File: src/hdl/mant_pkg.sv
`default_nettype none
package mant_pkg;

  localparam int MAX_NOTES = 16;
  localparam int CNT_W     = $clog2(MAX_NOTES + 1);
  localparam int IDX_W     = (MAX_NOTES > 1) ? $clog2(MAX_NOTES) : 1;
  localparam int SLOT_W    = 4;
  localparam int ACNT_W    = 5;

  localparam logic [3:0] MSG_NOTE_ON  = 4'h9;
  localparam logic [3:0] MSG_NOTE_OFF = 4'h8;

  typedef enum logic [2:0] {
    ACT_IGNORED = 3'd0,
    ACT_ADDED   = 3'd1,
    ACT_REMOVED = 3'd2,
    ACT_CLEARED = 3'd3,
    ACT_FULL    = 3'd4
  } act_t;

  typedef enum logic [1:0] {
    ST_IDLE,
    ST_SCAN,
    ST_WAIT
  } state_t;

  typedef struct packed {
    logic [3:0] chan;
    logic [6:0] key;
    logic [6:0] vel;
  } entry_t;

  typedef struct packed {
    logic ld_event;
    logic ld_next;
    logic ld_head;
  } cell_ctl_t;

  typedef struct packed {
    act_t              action;
    logic [SLOT_W-1:0] slot;
    entry_t            entry;
    logic [ACNT_W-1:0] count;
  } result_t;

endpackage
`default_nettype wire

File: src/hdl/mant_in_if.sv
`default_nettype none
interface mant_in_if;
  logic       valid;
  logic       ready;
  logic       req_type;
  logic [7:0] status_byte;
  logic [6:0] key_number;
  logic [6:0] key_velocity;

  modport source (output valid, req_type, status_byte, key_number, key_velocity,
                  input ready);
  modport sink (input valid, req_type, status_byte, key_number, key_velocity,
                output ready);
endinterface
`default_nettype wire

File: src/hdl/mant_out_if.sv
`default_nettype none
interface mant_out_if;
  logic       valid;
  logic       ready;
  logic [2:0] action;
  logic [3:0] slot;
  logic [6:0] out_key;
  logic [6:0] out_velocity;
  logic [3:0] out_channel;
  logic [4:0] active_count;

  modport source (output valid, action, slot, out_key, out_velocity, out_channel,
                  active_count, input ready);
  modport sink (input valid, action, slot, out_key, out_velocity, out_channel,
                active_count, output ready);
endinterface
`default_nettype wire

File: src/hdl/mant_cell.sv
`default_nettype none
module mant_cell (
  input  wire logic               clk,
  input  wire mant_pkg::cell_ctl_t ctl,
  input  wire mant_pkg::entry_t   event_entry,
  input  wire mant_pkg::entry_t   next_entry,
  input  wire mant_pkg::entry_t   head_entry,
  output mant_pkg::entry_t        entry
);

  mant_pkg::entry_t entry_r;
  mant_pkg::entry_t entry_nxt;

  always_comb begin
    entry_nxt = entry_r;
    priority if (ctl.ld_event) begin
      entry_nxt = event_entry;
    end else if (ctl.ld_next) begin
      entry_nxt = next_entry;
    end else if (ctl.ld_head) begin
      // wrap the head around to the end of the live list
      entry_nxt = head_entry;
    end else begin
      entry_nxt = entry_r;
    end
  end

  always_ff @(posedge clk) begin
    entry_r <= entry_nxt;
  end

  assign entry = entry_r;

endmodule
`default_nettype wire

File: src/hdl/midi_active_note_table.sv
// MIDI active-note table.
// in_ch carries one request per handshake: a MIDI event (note-on appends,
// note-off removes the first entry equal in channel, key and velocity, other
// statuses are ignored) or a clear request that empties the list.
// out_ch returns exactly one result per request: action, slot, the affected
// entry and the number of sounding notes afterwards.
// Notes sit in a row of cells. A note-off rotates the live part of the row
// through the head cell, one position per cycle; a match is dropped on the way
// and the row closes up by itself.
// Clear, note-on and ignored requests go from acceptance through the wait
// state to the output register; a note-off on a non-empty list first scans
// every note held before it. in_ch.ready is high only while no request is in
// work, so a request is not taken before the previous one has left the wait state.
// The finished result sits in an output register; a new request is taken
// while it waits. If out_ch stalls, the following result is held and
// in_ch.ready stays low until the register frees up.
// Reset (rst_n low, synchronous) empties the list and drops any result.
`default_nettype none
module midi_active_note_table (
  input  wire logic  clk,
  input  wire logic  rst_n,
  mant_in_if.sink    in_ch,
  mant_out_if.source out_ch
);

  localparam int N = mant_pkg::MAX_NOTES;

  mant_pkg::state_t  state_r, state_nxt;
  logic [mant_pkg::CNT_W-1:0] cnt_r, cnt_nxt;
  logic [mant_pkg::CNT_W-1:0] tot_r, tot_nxt;
  logic [mant_pkg::IDX_W-1:0] step_r, step_nxt;
  logic [mant_pkg::IDX_W-1:0] slot_r, slot_nxt;
  logic              found_r, found_nxt;
  mant_pkg::entry_t  ev_r, ev_nxt;
  mant_pkg::result_t res_r, res_nxt;
  mant_pkg::result_t out_r, out_nxt;
  logic              out_valid_r, out_valid_nxt;

  mant_pkg::entry_t  in_entry;
  mant_pkg::entry_t  cells [N];
  mant_pkg::cell_ctl_t ctl [N];
  logic              in_acc;
  logic              append;
  logic              shift;
  logic              drop;
  logic              last_step;
  logic              out_free;

  assign in_entry  = '{chan: in_ch.status_byte[3:0], key: in_ch.key_number,
                       vel: in_ch.key_velocity};
  assign in_acc    = in_ch.valid && in_ch.ready;
  assign out_free  = !out_valid_r || out_ch.ready;
  assign last_step = (mant_pkg::CNT_W'(step_r) + mant_pkg::CNT_W'(1)) == tot_r;
  assign drop      = (state_r == mant_pkg::ST_SCAN) && !found_r && (cells[0] == ev_r);

  // next state
  always_comb begin
    state_nxt = state_r;
    unique case (state_r)
      mant_pkg::ST_IDLE: begin
        if (in_acc) begin
          if (!in_ch.req_type && (in_ch.status_byte[7:4] == mant_pkg::MSG_NOTE_OFF)
              && (cnt_r != '0)) begin
            state_nxt = mant_pkg::ST_SCAN;
          end else begin
            state_nxt = mant_pkg::ST_WAIT;
          end
        end
      end
      mant_pkg::ST_SCAN: begin
        if (last_step) begin
          state_nxt = mant_pkg::ST_WAIT;
        end
      end
      mant_pkg::ST_WAIT: begin
        if (out_free) begin
          state_nxt = mant_pkg::ST_IDLE;
        end
      end
      default: state_nxt = mant_pkg::ST_IDLE;
    endcase
  end

  // datapath control and results
  always_comb begin
    cnt_nxt       = cnt_r;
    tot_nxt       = tot_r;
    step_nxt      = step_r;
    slot_nxt      = slot_r;
    found_nxt     = found_r;
    ev_nxt        = ev_r;
    res_nxt       = res_r;
    out_nxt       = out_r;
    out_valid_nxt = out_valid_r && !out_ch.ready;
    append        = 1'b0;
    shift         = 1'b0;
    unique case (state_r)
      mant_pkg::ST_IDLE: begin
        if (in_acc) begin
          ev_nxt   = in_entry;
          tot_nxt  = cnt_r;
          step_nxt = '0;
          found_nxt = 1'b0;
          res_nxt  = '{action: mant_pkg::ACT_IGNORED, slot: '0, entry: '0,
                       count: mant_pkg::ACNT_W'(cnt_r)};
          if (in_ch.req_type) begin
            cnt_nxt = '0;
            res_nxt = '{action: mant_pkg::ACT_CLEARED, slot: '0, entry: '0,
                        count: '0};
          end else if (in_ch.status_byte[7:4] == mant_pkg::MSG_NOTE_ON) begin
            if (cnt_r >= mant_pkg::CNT_W'(N)) begin
              res_nxt = '{action: mant_pkg::ACT_FULL, slot: '0, entry: in_entry,
                          count: mant_pkg::ACNT_W'(cnt_r)};
            end else begin
              append  = 1'b1;
              cnt_nxt = cnt_r + mant_pkg::CNT_W'(1);
              res_nxt = '{action: mant_pkg::ACT_ADDED,
                          slot: mant_pkg::SLOT_W'(cnt_r), entry: in_entry,
                          count: mant_pkg::ACNT_W'(cnt_r + mant_pkg::CNT_W'(1))};
            end
          end
        end
      end
      mant_pkg::ST_SCAN: begin
        shift    = 1'b1;
        step_nxt = step_r + mant_pkg::IDX_W'(1);
        if (drop) begin
          found_nxt = 1'b1;
          slot_nxt  = step_r;
          cnt_nxt   = cnt_r - mant_pkg::CNT_W'(1);
        end
        if (last_step) begin
          if (found_r || drop) begin
            res_nxt = '{action: mant_pkg::ACT_REMOVED,
                        slot: mant_pkg::SLOT_W'(drop ? step_r : slot_r), entry: ev_r,
                        count: mant_pkg::ACNT_W'(cnt_nxt)};
          end else begin
            res_nxt = '{action: mant_pkg::ACT_IGNORED, slot: '0, entry: '0,
                        count: mant_pkg::ACNT_W'(cnt_r)};
          end
        end
      end
      mant_pkg::ST_WAIT: begin
        if (out_free) begin
          out_nxt       = res_r;
          out_valid_nxt = 1'b1;
        end
      end
      default: begin
      end
    endcase
  end

  // cell row: cell i follows its right neighbor while inside the live list,
  // the last live cell takes the head unless the head is being dropped
  for (genvar i = 0; i < N; i++) begin : g_cell
    assign ctl[i].ld_event = append && (cnt_r == mant_pkg::CNT_W'(i));
    assign ctl[i].ld_next  = shift && (mant_pkg::CNT_W'(i + 1) < cnt_r);
    assign ctl[i].ld_head  = shift && !drop && (mant_pkg::CNT_W'(i + 1) == cnt_r);

    mant_cell u_cell (
      .clk         (clk),
      .ctl         (ctl[i]),
      .event_entry (in_entry),
      .next_entry  (cells[(i + 1 < N) ? i + 1 : i]),
      .head_entry  (cells[0]),
      .entry       (cells[i])
    );
  end

  always_ff @(posedge clk) begin
    if (!rst_n) begin
      state_r     <= mant_pkg::ST_IDLE;
      cnt_r       <= '0;
      found_r     <= 1'b0;
      out_valid_r <= 1'b0;
    end else begin
      state_r     <= state_nxt;
      cnt_r       <= cnt_nxt;
      found_r     <= found_nxt;
      out_valid_r <= out_valid_nxt;
    end
  end

  always_ff @(posedge clk) begin
    tot_r  <= tot_nxt;
    step_r <= step_nxt;
    slot_r <= slot_nxt;
    ev_r   <= ev_nxt;
    res_r  <= res_nxt;
    out_r  <= out_nxt;
  end

  assign in_ch.ready         = (state_r == mant_pkg::ST_IDLE);
  assign out_ch.valid        = out_valid_r;
  assign out_ch.action       = out_r.action;
  assign out_ch.slot         = out_r.slot;
  assign out_ch.out_key      = out_r.entry.key;
  assign out_ch.out_velocity = out_r.entry.vel;
  assign out_ch.out_channel  = out_r.entry.chan;
  assign out_ch.active_count = out_r.count;

endmodule
`default_nettype wire

File: src/flat_wrapper.sv
// flat-port wrapper written by rule: the top's interface ports become plain ports
module midi_active_note_table_flat 
  (clk, rst_n, in_ch_valid, in_ch_req_type, in_ch_status_byte, in_ch_key_number, in_ch_key_velocity, in_ch_ready, out_ch_valid, out_ch_action, out_ch_slot, out_ch_out_key, out_ch_out_velocity, out_ch_out_channel, out_ch_active_count, out_ch_ready);
  mant_in_if in_ch_i ();
  mant_out_if out_ch_i ();
  input  wire logic clk;
  input  wire logic rst_n;
  input wire logic [$bits(in_ch_i.valid)-1:0] in_ch_valid;
  input wire logic [$bits(in_ch_i.req_type)-1:0] in_ch_req_type;
  input wire logic [$bits(in_ch_i.status_byte)-1:0] in_ch_status_byte;
  input wire logic [$bits(in_ch_i.key_number)-1:0] in_ch_key_number;
  input wire logic [$bits(in_ch_i.key_velocity)-1:0] in_ch_key_velocity;
  output wire logic [$bits(in_ch_i.ready)-1:0] in_ch_ready;
  output wire logic [$bits(out_ch_i.valid)-1:0] out_ch_valid;
  output wire logic [$bits(out_ch_i.action)-1:0] out_ch_action;
  output wire logic [$bits(out_ch_i.slot)-1:0] out_ch_slot;
  output wire logic [$bits(out_ch_i.out_key)-1:0] out_ch_out_key;
  output wire logic [$bits(out_ch_i.out_velocity)-1:0] out_ch_out_velocity;
  output wire logic [$bits(out_ch_i.out_channel)-1:0] out_ch_out_channel;
  output wire logic [$bits(out_ch_i.active_count)-1:0] out_ch_active_count;
  input wire logic [$bits(out_ch_i.ready)-1:0] out_ch_ready;
  assign in_ch_i.valid = in_ch_valid;
  assign in_ch_i.req_type = in_ch_req_type;
  assign in_ch_i.status_byte = in_ch_status_byte;
  assign in_ch_i.key_number = in_ch_key_number;
  assign in_ch_i.key_velocity = in_ch_key_velocity;
  assign in_ch_ready = in_ch_i.ready;
  assign out_ch_valid = out_ch_i.valid;
  assign out_ch_action = out_ch_i.action;
  assign out_ch_slot = out_ch_i.slot;
  assign out_ch_out_key = out_ch_i.out_key;
  assign out_ch_out_velocity = out_ch_i.out_velocity;
  assign out_ch_out_channel = out_ch_i.out_channel;
  assign out_ch_active_count = out_ch_i.active_count;
  assign out_ch_i.ready = out_ch_ready;
  midi_active_note_table u_core (.clk(clk), .rst_n(rst_n), .in_ch(in_ch_i), .out_ch(out_ch_i));
endmodule
File: config.mk
export PLATFORM = sky130hd
export DESIGN_NAME = midi_active_note_table_flat
export DESIGN_NICKNAME = d
export VERILOG_FILES = /design/src/hdl/mant_pkg.sv /design/src/hdl/mant_in_if.sv /design/src/hdl/mant_out_if.sv /design/src/hdl/mant_cell.sv /design/src/hdl/midi_active_note_table.sv /design/src/flat_wrapper.sv
export SDC_FILE = /design/constraint.sdc
export NUM_CORES = 1
export LEC_CHECK = 0
export ABC_CLOCK_PERIOD_IN_PS = 3500
export BUFFER_PORTS_ARGS = -buffer_cell sky130_fd_sc_hd__buf_2
export CAP_MARGIN = 20
export CORE_UTILIZATION = 37
export DETAILED_ROUTE_END_ITERATION = 16
export GPL_TIMING_DRIVEN = 1
export SLEW_MARGIN = 20
export SYNTH_ARGS = -nofsm -noshare
export SYNTH_HDL_FRONTEND = slang
export SYNTH_SLANG_ARGS = --single-unit
File: constraint.sdc
create_clock -name clk -period 3.5 [get_ports clk]
set_input_delay 0.175 -clock clk [delete_from_list [all_inputs] [get_ports clk]]
set_output_delay 0.175 -clock clk [all_outputs]
set_load 0.01 [all_outputs]
==> flow_metrics.env, run 1 <==
export IMPL_status="complete, no violations"
export IMPL_cp_slowest_cell="a311o_1"
export IMPL_switching_share=0.2039
export IMPL_p_switching_mw=2.076
export IMPL_start_kind="register"
export IMPL_cts_tree="built"
export IMPL_grt_pass1_wl_um=72180
export IMPL_synth_cell_types=71
export IMPL_cp_startpoint="u_core.ev_r[13]$_DFFE_PP_"
export IMPL_fin_crit_ns=2.867
export IMPL_area_growth_syn_to_layout_pct=12.93
export IMPL_layout_drive_gt1_share=0.1620
export IMPL_post_route_period_util=0.8191
export IMPL_ioPinCount=59
export IMPL_synthTopCellsByArea="edfxtp_1 (59%), mux2i_1 (12%), nand2_1 (4.2%)"
export IMPL_cts_buffers=43
export IMPL_async_flop_share=0
export IMPL_placed_area_um2=20430
export IMPL_postCtsSetupBuffers=0
export IMPL_gr_total_overflow=0
export IMPL_ctsHtreeMaxLevel=2
export IMPL_critical_path_depth=6
export IMPL_dieWidth_um=231.2
export IMPL_syn_avg_cell_area_um2=11.72
export IMPL_end_kind="register"
export IMPL_reg2reg_setup_slack_ns=0.63
export IMPL_p_clk_frac=0.469
export IMPL_clock_fmax_ghz=0.3488
export IMPL_fin_hold_ws_ns=0.05317
export IMPL_crit_type="reg2reg"
export IMPL_max_slew_worst_pin_slew_ns=0.9680
export IMPL_hpwlAfterDp_um=31120
export IMPL_route_detailed_drc=0
export IMPL_ff2ff_path_depth=6
export IMPL_portBuffers=58
export IMPL_worst_path_max_fanout=18
export IMPL_post_synth_top_count_cell="edfxtp_1"
export IMPL_worstPathRequired_ns=3.68
export IMPL_syn_cell_area_um2=19440
export IMPL_cap_violations=0
export IMPL_holdPathStages=1
export IMPL_ys_flop_type="edfxtp_1"
export IMPL_dp_cells=2296
export IMPL_timing_final_hold_violations=0
export IMPL_path_cells="xor2_1 -> nor4_2 -> nand3_2 -> nor4_4 -> nor2_1 -> a311o_1"
export IMPL_skew_ns=0.02466
export IMPL_yosysTopAreaCell="edfxtp_1"
export IMPL_layout_cells_non_filler=2378
export IMPL_via_count=12650
export IMPL_nets=1698
export IMPL_setup_viol=0
export IMPL_p_leak_nw=7.339
export IMPL_die_area_um2=53460
export IMPL_gp_congestion=0.8123
export IMPL_ant_nets=0
export IMPL_endpoint="u_core.g_cell[6].u_cell.entry[16]$_DFFE_PP_"
export IMPL_final_area_um2=21950
export IMPL_final_core_util=0.4253
export IMPL_finalWirelength_um=46520
export IMPL_r2r_end="u_core.g_cell[6].u_cell.entry[16]$_DFFE_PP_"
export IMPL_r2r_start="u_core.ev_r[13]$_DFFE_PP_"
export IMPL_final_setup_tns_ns=0
export IMPL_diodes=0
export IMPL_coreArea_um2=51610
export IMPL_antenna_found_initial=0
export IMPL_fp_row_count=83
export IMPL_synth_edf_count=379
export IMPL_via_per_inst=5.320
export IMPL_crit_buf_inv=0
export IMPL_maxSlewViolCount=0
export IMPL_slew_headroom=0.3547
export IMPL_first_global_vias=12360
export IMPL_synthTopCellsByCount="edfxtp_1 (379), mux2i_1 (237), nand2_1 (216)"
export IMPL_hold_class="in2reg"
export IMPL_p_per_area_nw_per_um2=463.7
export IMPL_first_pass_iters=5
export IMPL_seqPwrFrac=0.505
export IMPL_grt_max_degree=38
export IMPL_grtUsageTotal=0.1737
export IMPL_synth_seq_cells=388
export IMPL_layout_setup_ws_ns=0.6330
export IMPL_initial_core_util=0.3766
export IMPL_crit_family="simple AND/OR/NAND/NOR gates"
export IMPL_critPathArrivalTime_ns=3.05
export IMPL_rsz0062_at_grt="false"
export IMPL_peakVddDrop_mv=0.3919
export IMPL_syn_num_nets=1692
export IMPL_ys_seq_area_frac=0.5947
export IMPL_post_place_ws_ns=0.5533
export IMPL_postSynthCellCount=1658
export IMPL_comb_power_share=0.026
export IMPL_die_y_um=231.2
export IMPL_drt_iter0_drc=961
export IMPL_slowest_delay_ns=0.70
export IMPL_clk_pin_slew_ns=0.06
export IMPL_cts_buffer_depth=3
export IMPL_p_total_mw=10.18
export IMPL_clk_latency_ns=0.57
export IMPL_cellInternalPower_mw=8.104
export IMPL_synth_warnings=0
export IMPL_synth_top_area_share=0.5854
export IMPL_cts_root_buffer="clkbuf_16"
export IMPL_wl_per_cell_um=19.56
export IMPL_clkSinkCount=388
-- final cells by class --
class                      instances  area (um2)
multi-input combinational       1077        7094
clock inverter                    21       297.8
clock buffer                      58        1195
fill                            4684       29660
sequential                       388       11560
inverter                          17       63.81
timing repair buffer             137       890.9
tap                              680       850.8
-- sequential cells by signal, indices dropped and copies added, names as in the netlist, 5 cells and up --
name                        cells
u_core.tot_r                    5
u_core.out_ch.active_count      5
u_core.out_ch.out_velocity      7
u_core.cnt_r                    5
u_core.out_ch.out_key           7
u_core.ev_r                    18
u_core.g_cell.u_cell.entry    288
u_core.res_r                   30
-- how the worst min path moves through the flow --
stage	endpoint	start	slack, ns
finish	u_core.ev_r[8]$_DFFE_PP_	in_ch_key_number[1]	0.05
global route	u_core.ev_r[8]$_DFFE_PP_	in_ch_key_number[1]	0.06
CTS	u_core.state_r[0]$_SDFFE_PN0P_	in_ch_status_byte[4]	0.04
detailed placement	u_core.out_ch.out_channel[2]$_DFFE_PP_	u_core.res_r[21]$_DFFE_PP_	0.41
global placement	u_core.out_ch.out_channel[1]$_DFFE_PP_	u_core.res_r[20]$_DFFE_PP_	0.40
floorplan	u_core.ev_r[0]$_DFFE_PP_	in_ch_key_velocity[0]	0.27
-- repair_timing --
item                      CTS  global route
hold buffers                3             0
resized for setup           0             0
hold endpoints to repair    4             0
-- cells in the final DEF (no fill, tap or decap), types with 5 or more instances in the layout --
cell type	instances
edfxtp_1	379
mux2i_1	237
nand2_1	216
o21ai_0	153
nor2_1	136
a21oi_1	102
buf_4	76
buf_2	58
clkbuf_16	45
mux2_2	25
a31oi_1	21
a22o_1	18
inv_1	15
xor2_1	15
clkbuf_1	11
and3_1	10
nand3_1	10
xnor2_1	9
mux2_4	9
dfxtp_1	9
nor3_1	8
nand3_2	7
ha_1	7
bufinv_16	7
a32oi_1	6
a21oi_2	6
o311ai_2	6
clkinv_2	6
nand2b_1	5
clkinv_1	5
-- kinds of logic (layout without fill, tap and decap cells) --
family | count (synthesis) | count (layout) | synth area share
XOR/XNOR | 24 | 24 | 0.01081
flip-flops | 388 | 388 | 0.5947
AND/OR/NAND/NOR | 427 | 427 | 0.09693
AO/OA/AOI/OAI | 346 | 346 | 0.1019
multiplexers | 273 | 273 | 0.1446
adder cells (fa/ha/maj) | 7 | 7 | 0.004505
buffers and inverters | 193 | 233 | 0.04653
-- metal layers --
layer | track usage | vias to the layer above | wire length [um]
met5 | 0 | - | 0
met4 | 0.05546 | 0 | 1085
met3 | 0.03039 | 65 | 2565
met2 | 0.2795 | 348 | 21440
met1 | 0.2373 | 6186 | 21440
li1 | - | 6051 | -
-- power groups by stage --
stage | clock network, mW | logic [mW] | registers [mW]
finish | 4.78 | 0.261 | 5.14
global route | 5.04 | 0.285 | 5.14
detailed placement | 0 | 0.259 | 5.24
CTS | 4.87 | 0.263 | 5.14
floorplan | 0 | 0.152 | 5.24
global placement | 0 | 0.255 | 5.24
No activity file was read; power rests on OpenSTA's default activity.
==> run 2, diff against run 1 <==
Settings changed: ABC_CLOCK_PERIOD_IN_PS 3500 to 2850.
Clock period 3.5 ns to 2.85 ns, I/O delays scaled along.
==> flow_metrics.env, run 2 (synthesis gave the netlist of run 1 again) <==
export IMPL_status="complete, no violations"
export IMPL_hold_class="in2reg"
export IMPL_cts_buffer_depth=3
export IMPL_ff2ff_path_depth=8
export IMPL_layout_drive_gt1_share=0.1631
export IMPL_timing_final_hold_violations=0
export IMPL_reg2reg_setup_slack_ns=0.16
export IMPL_first_global_vias=12310
export IMPL_final_cell_mix="edfxtp_1 (379), mux2i_1 (237), nand2_1 (216)"
export IMPL_grtUsageTotal=0.1944
export IMPL_die_y_um=231.2
export IMPL_dieWidth_um=231.2
export IMPL_clkSinkCount=388
export IMPL_r2r_end="u_core.g_cell[3].u_cell.entry[15]$_DFFE_PP_"
export IMPL_initial_core_util=0.3766
export IMPL_worstPathRequired_ns=3.14
export IMPL_fill_cells=4719
export IMPL_cts_buffers=42
export IMPL_clock_fmax_ghz=0.3714
export IMPL_slew_headroom=0.4801
export IMPL_portBuffers=58
export IMPL_layout_cells_non_filler=2384
export IMPL_layout_setup_ws_ns=0.1578
export IMPL_r2r_start="u_core.ev_r[6]$_DFFE_PP_"
export IMPL_maxSlewViolCount=0
export IMPL_via_per_inst=5.340
export IMPL_coreArea_um2=51610
export IMPL_fin_crit_ns=2.692
export IMPL_final_common_cell="edfxtp_1"
export IMPL_fp_row_count=83
export IMPL_ant_nets=0
export IMPL_endpoint="u_core.g_cell[3].u_cell.entry[15]$_DFFE_PP_"
export IMPL_cts_root_buffer="clkbuf_16"
export IMPL_area_growth_syn_to_layout_pct=12.61
export IMPL_p_leak_nw=7.313
export IMPL_dp_cells=2306
export IMPL_cap_violations=0
export IMPL_cp_startpoint="u_core.ev_r[6]$_DFFE_PP_"
export IMPL_grt_max_degree=37
export IMPL_largest_reg_flops=288
export IMPL_p_per_area_nw_per_um2=542.9
export IMPL_nets=1707
export IMPL_gr_total_overflow=0
export IMPL_finalWirelength_um=52270
export IMPL_wl_per_cell_um=21.93
export IMPL_ioPinCount=59
export IMPL_clk_pin_slew_ns=0.06
export IMPL_cts_tree="built"
export IMPL_final_setup_tns_ns=0
export IMPL_max_slew_worst_pin_slew_ns=0.7769
export IMPL_ctsHtreeMaxLevel=2
export IMPL_end_kind="register"
export IMPL_clk_latency_ns=0.56
export IMPL_hpwlAfterDp_um=33940
export IMPL_route_detailed_drc=0
export IMPL_drt_iter0_drc=1113
export IMPL_postCtsSetupBuffers=0
export IMPL_rsz0062_at_grt="false"
export IMPL_crit_type="reg2reg"
export IMPL_critPathArrivalTime_ns=2.99
export IMPL_antenna_found_initial=0
export IMPL_die_area_um2=53460
export IMPL_post_place_ws_ns=0.1094
export IMPL_start_kind="register"
export IMPL_first_pass_iters=6
export IMPL_setup_viol=0
export IMPL_diodes=0
export IMPL_peakVddDrop_mv=0.4640
export IMPL_worst_path_max_fanout=23
export IMPL_post_route_period_util=0.9446
export IMPL_grt_pass1_wl_um=78600
export IMPL_gp_congestion=0.8541
export IMPL_skew_ns=0.02607
export IMPL_via_count=12730
## run 2: cell types whose count changed in the layout (fill, tap and decap cells not counted), moves of 2 or more
cell	previous run	this run
buf_12	0	3
buf_4	76	82
clkinv_1	5	8
clkbuf_16	45	43
bufinv_16	7	2
## run 2: power by group
part / internal (mW) / total, mW / switching [mW]
registers: 6.27 / 6.31 / 0.0369
clock network: 2.99 / 5.21 / 2.22
logic: 0.0927 / 0.360 / 0.267
total: 9.36 / 11.9 / 2.53
## run 2: metrics by stage
| step | total power [mW] | hold WS (ns) | cell area, um2 | utilization |
|---|---|---|---|---|
| detailed placement | 6.788 | 0.4062 | 20550 | 0.3981 |
| CTS | 11.99 | 0.01783 | 21870 | 0.4238 |
| finish | 11.89 | 0.04996 | 21890 | 0.4241 |
| global route | 12.22 | 0.06456 | 21890 | 0.4241 |
| floorplan | 6.618 | 0.2414 | 19480 | - |
| global placement | 6.782 | 0.4030 | 20550 | 0.3981 |
## run 2: how the worst min path moves through the flow
stage | slack [ns] | endpoint | depth (start not counted) | startpoint
final | 0.05 | u_core.state_r[0]$_SDFFE_PN0P_ | 4 | in_ch_valid
after global placement | 0.40 | u_core.out_ch.out_velocity[6]$_DFFE_PP_ | 0 | u_core.res_r[11]$_DFFE_PP_
after CTS | 0.02 | u_core.state_r[0]$_SDFFE_PN0P_ | 4 | in_ch_valid
after global routing | 0.06 | u_core.state_r[0]$_SDFFE_PN0P_ | 4 | in_ch_status_byte[4]
after floorplan | 0.24 | u_core.ev_r[0]$_DFFE_PP_ | 0 | in_ch_key_velocity[0]
after detailed placement | 0.41 | u_core.out_ch.out_velocity[3]$_DFFE_PP_ | 0 | u_core.res_r[8]$_DFFE_PP_
## run 2: timing repair
action	in CTS	in global routing
setup endpoints to repair	0	18
hold buffers	3	0
resized for setup	0	3
endpoints found under the hold margin	4	0
## run 2: layer usage
layer / GRT usage / part of all wire / vias up
met5: 0 / 0 / -
met4: 0.06395 / 0.031 / 0
met3: 0.03346 / 0.057 / 84
met2: 0.3150 / 0.47 / 417
met1: 0.2633 / 0.45 / 6177
li1: - / - / 6053
## run 2: worst max-delay path, stage by stage (launching register included)
cell and delay [ns]:
edfxtp_1 0.42, xor2_1 0.21, nor4_2 0.38, nand3_2 0.22, nor4_4 0.32, buf_8 0.26, nor3_1 0.09, or3_1 0.31
buf_4 0.23
## run 2: layout make-up
cell class / count / area, um2 / share of cell area
clock inverters: 19 / 163.9 / 0.007487
clock buffers: 56 / 1135 / 0.05184
well taps: 680 / 850.8 / 0.03887
flip-flops and latches: 388 / 11560 / 0.5281
inverters: 17 / 63.81 / 0.002915
repair buffers: 147 / 1011 / 0.04618
multi-input cells: 1077 / 7106 / 0.3246
